$ cat src/hw/rtl/oaid_pkg.sv
// Package for the ordered array insert/delete block: request, response and cell command types,
// plus the mode and status codes. It depends on nothing else.
`timescale 1ns / 1ps

package oaid_pkg;

	localparam int WORD_W   = 32;
	localparam int POS_W    = 6;
	localparam int CNT_OUT_W = 7;
	localparam int CAP_W    = 7;

	// Request modes.
	localparam logic [2:0] MODE_APPEND    = 3'd0;
	localparam logic [2:0] MODE_INSERT    = 3'd1;
	localparam logic [2:0] MODE_DELETE    = 3'd2;
	localparam logic [2:0] MODE_OVERWRITE = 3'd3;
	localparam logic [2:0] MODE_READ      = 3'd4;

	// Response status codes.
	localparam logic [1:0] ST_OK     = 2'd0;
	localparam logic [1:0] ST_FULL   = 2'd1;
	localparam logic [1:0] ST_BADIDX = 2'd2;
	localparam logic [1:0] ST_EMPTY  = 2'd3;

	// Cell update kinds broadcast along the row.
	localparam logic [2:0] CK_NONE   = 3'd0;
	localparam logic [2:0] CK_APPEND = 3'd1;
	localparam logic [2:0] CK_INSERT = 3'd2;
	localparam logic [2:0] CK_DELETE = 3'd3;
	localparam logic [2:0] CK_WRITE  = 3'd4;

	typedef struct packed {
		logic [2:0]              mode;
		logic [POS_W-1:0]        position;
		logic signed [WORD_W-1:0] word_in;
	} req_t;

	typedef struct packed {
		logic [1:0]               status;
		logic signed [WORD_W-1:0] word_out;
		logic [CNT_OUT_W-1:0]     element_count;
		logic                     is_empty;
		logic                     is_full;
	} rsp_t;

	typedef struct packed {
		logic [2:0]               kind;
		logic signed [WORD_W-1:0] word;
	} cell_cmd_t;

endpackage

$ cat src/hw/rtl/oaid_cell.sv
// One slot of the shifting list: holds a word and takes it from the request, from the
// neighbor below (insert) or from the neighbor above (delete). Depends on oaid_pkg.
`timescale 1ns / 1ps

module oaid_cell #(
	parameter int CW  = 7,
	parameter int IDX = 0
) (
	input  logic                              clk,
	input  oaid_pkg::cell_cmd_t               cmd,
	input  logic [CW-1:0]                     pos,
	input  logic [CW-1:0]                     count,
	input  logic signed [oaid_pkg::WORD_W-1:0] lower_word,
	input  logic signed [oaid_pkg::WORD_W-1:0] upper_word,
	output logic signed [oaid_pkg::WORD_W-1:0] word
);

	localparam logic [CW:0] MY_IDX = (CW+1)'(IDX);

	logic signed [oaid_pkg::WORD_W-1:0] word_q;
	logic signed [oaid_pkg::WORD_W-1:0] next_word;
	logic [CW:0] pos_x;
	logic [CW:0] cnt_x;

	assign pos_x = {1'b0, pos};
	assign cnt_x = {1'b0, count};

	always_comb begin
		next_word = word_q;
		unique case (cmd.kind)
			oaid_pkg::CK_APPEND: begin
				if (MY_IDX == cnt_x) next_word = cmd.word;
			end
			oaid_pkg::CK_INSERT: begin
				if (MY_IDX == pos_x) next_word = cmd.word;
				else if (MY_IDX > pos_x && MY_IDX <= cnt_x) next_word = lower_word;
			end
			oaid_pkg::CK_DELETE: begin
				if (MY_IDX >= pos_x && (MY_IDX + 1'b1) < cnt_x) next_word = upper_word;
			end
			oaid_pkg::CK_WRITE: begin
				if (MY_IDX == pos_x) next_word = cmd.word;
			end
			default: next_word = word_q;
		endcase
	end

	always_ff @(posedge clk) begin
		word_q <= next_word;
	end

	assign word = word_q;

endmodule

$ cat config.mk
export PLATFORM = sky130hd
export DESIGN_NAME = oaid_cell
export DESIGN_NICKNAME = d
export VERILOG_FILES = /design/src/hw/rtl/oaid_pkg.sv /design/src/hw/rtl/oaid_cell.sv
export SDC_FILE = /design/constraint.sdc
export NUM_CORES = 1
export LEC_CHECK = 0
export BUFFER_PORTS_ARGS = -buffer_cell sky130_fd_sc_hd__buf_2
export CORE_ASPECT_RATIO = 0.7
export CORE_UTILIZATION = 40
export DETAILED_ROUTE_END_ITERATION = 16
export GPL_TIMING_DRIVEN = 0
export PLACE_DENSITY = 0.75
export SLEW_MARGIN = 5
export SYNTH_ARGS = -nofsm -noshare
export SYNTH_HDL_FRONTEND = slang
export SYNTH_SLANG_ARGS = --single-unit
$ cat constraint.sdc
create_clock -name clk -period 4.7 [get_ports clk]
set_input_delay 0.705 -clock clk [delete_from_list [all_inputs] [get_ports clk]]
set_output_delay 0.705 -clock clk [all_outputs]
set_load 0.05 [all_outputs]
==> summary.md <==
| Metric | Value |
|---|---|
| Initial DRC Count | `145` |
| Status | `finished clean` |
| Total Nets Final | `501` |
| Io pins | `146` |
| Most common cell after layout, fill and taps aside | `buf_2` |
| Final hold viol count | `0` |
| Syn Std Cell Area | `2440 um^2` |
| Die W | `95.3 um` |
| Drt drc | `0` |
| Unique cell type count in the Yosys netlist | `21` |
| Highest Clock Rate | `409 MHz` |
| Slew @ Worst Pin | `640 ps` |
| Setup crit start | `cmd[34]` |
| Clock sink count | `32` |
| H-tree depth | `2` |
| Drt first pass iters | `4` |
| Crit Path Class | `primary input to register` |
| CTS tree | `done` |
| Setup TNS | `0 ps` |
| Root Driver | `clkbuf_8` |
| Vias in the first global route | `2484` |
| Max incr delay on CP | `550 ps` |
| Final Setup Violations | `0` |
| P_int | `0.000492 W` |
| FF+latch count, synth | `32` |
| Final worst path period share | `52.0%` |
| Avg Inst Size Synth | `10.4 um^2` |
| Data required time of the critical path | `4690 ps` |
| FP Rows | `23` |
| Die ar. | `6420 um^2` |
| Fillers | `526` |
| Most frequent cells in the layout | `149 x buf_2, 33 x nand2_1` |
| Slew Viols, Final | `0` |
| # diodes | `0` |
| Synth-to-layout area growth | `38.3%` |
| CP max stage cell | `mux2i_4` |
| Post-CTS Setup Bufs | `0` |
| Clock share of power | `30.2%` |
| Switching power | `0.000174 W` |
| Global-route wire length before repair | `11.6 mm` |
| Routability congestion estimate | `0.804` |
| Initial Util | `42.0%` |
| Critical Path Sink | `word[15]` |
| Number of routed nets with antenna violations | `0` |
| Core Region | `5810 um^2` |
| Switching share of power | `26.2%` |
| CP max FO | `18` |
| Reg clk slew, reported paths | `70 ps` |
| Critical path arrival | `2430 ps` |
| Seq/Total Area, Yosys | `39.4%` |
| WL/cell | `16.3 um` |
| Vias per Instance | `5.63` |
| # port buffers | `144` |
| Part of the power in registers | `47.8%` |
| RSZ-0062 raised after global routing | `no` |
| Post-route minimum period | `2440 ps` |
| Clock Tree Buf Depth | `2` |
| Grt ovf | `0` |
| CP top delay family | `buffers and inverters` |
| Via count | `2605` |
| Post-CTS resize count | `0` |
| Area of the multi-input gates | `1310 um^2` |
| Synth Instances | `235` |
| Peak VDD IR | `0.0000805 V` |
| Synthesized net count | `349` |
| Combinational power share | `22.0%` |
| Inserted Clock Buffers | `5` |
| Final Util | `58.0%` |
| Startpoint Class | `primary input` |
| Crit end category | `register` |
| Final WL | `7.57 mm` |
| GRT Total Usage | `24.4%` |
| Largest net degree at the start of global routing | `19` |
| FF+latch area | `961 um^2` |
| WP buf/inv | `3` |
| Pwr/cell area | `197 nW/um^2` |
| Initial antenna violation count | `0` |
| Hold_buf cts | `0` |
| Worst rel slew slack | `56.4%` |
| MaxCap Viol Count | `0` |
| CP cell instances | `buf_2 > clkbuf_1 > nor3b_1 > o211ai_1 > mux2i_4 > buf_16` |
| Max FFs per register | `32` |
| HP Start | `cmd[31]` |
| Fraction of layout cells with a size suffix above 1 | `51.0%` |
| Crit path depth | `6` |
| Worst Hold Class | `primary input to register` |
| Die Height | `67.3 um` |
| YS warnings | `0` |
| Cell leakage power | `1.47 nW` |
| Dpl hpwl | `5.77 mm` |
-- how the worst min path moves through the flow --
stage	endpoint	slack, ps	cells after the start
after floorplan	word[30]	910	2
after global placement	word[29]	1010	3
after detailed placement	word[26]	1010	3
after CTS	word[31]	720	3
after global routing	word[24]	730	3
final	word[31]	730	3
-- metal layers --
metal | part of all wire, % | wire length, um | vias up | global-route usage, %
met5 | 0 | 0 | - | 0
met4 | 0.77 | 58 | 0 | 6.82
met3 | 9.9 | 750 | 5 | 6.98
met2 | 49 | 3700 | 126 | 41.8
met1 | 40 | 3060 | 1215 | 30.2
li1 | - | - | 1259 | -
-- cell usage after synthesis --
| master | n | area share, % |
|---|---|---|
| nor3b_1 | 2 | 0.62 |
| nor4_4 | 1 | 0.87 |
| a21oi_1 | 32 | 6.6 |
| clkbuf_1 | 15 | 2.3 |
| and4b_1 | 32 | 13 |
| nand4_1 | 32 | 8.2 |
| nor2b_1 | 1 | 0.26 |
| nand2_1 | 33 | 5.1 |
| o211ai_1 | 3 | 0.92 |
| nor4b_1 | 1 | 0.36 |
| or2_1 | 1 | 0.26 |
| mux2i_1 | 1 | 0.41 |
| buf_4 | 7 | 2.2 |
| nor3_2 | 1 | 0.41 |
| buf_8 | 3 | 1.8 |
| buf_2 | 5 | 1.0 |
| nand2b_1 | 1 | 0.26 |
| nor4_1 | 1 | 0.26 |
| and2_1 | 1 | 0.26 |
| o211ai_2 | 30 | 15 |
| edfxtp_1 | 32 | 39 |
-- cell type report --
type | count | share of cell area (%)
Buffer | 30 | 5.30
Sequential cell | 32 | 28.5
Clock buffer | 7 | 2.26
Timing Repair Buffer | 145 | 22.2
Multi-Input combinational cell | 173 | 38.9
Tap cell | 75 | 2.78
Clock inverter | 1 | 0.111
-- worst min-delay path, stage by stage --
cell	delay, ps
buf_2	90
a21oi_1	60
o211ai_2	50
-- per-stage QoR --
step | total power (W) | instance area, um^2 | setup slack, ps | hold WS, ps | cells
floorplan | 0.000399 | 2440 | 1210 | 906 | 235
global route | 0.000693 | 3370 | 2050 | 732 | 463
CTS | 0.000669 | 3370 | 2230 | 718 | 463
detailed placement | 0.000471 | 3290 | 1930 | 1010 | 455
finish | 0.000666 | 3370 | 2260 | 726 | 463
global placement | 0.000466 | 3250 | 174 | 1010 | 454
-- power groups by stage --
stage                     combinational [W]  clock (W)  sequential (W)
final                              0.000146   0.000201        0.000318
after global placement             0.000141          0        0.000325
after detailed placement           0.000146          0        0.000325
after floorplan                   0.0000700          0        0.000329
after CTS                          0.000146   0.000205        0.000318
after global routing               0.000161   0.000214        0.000318
-- kinds of logic after synthesis --
logic type,count (synthesis),share of synthesized area (%)
simple gates,107,30.0
flops,32,39.4
mux,1,0.410
compound gates,65,22.9
buf+inv,30,7.34
No activity file was read; power rests on OpenSTA's default activity.
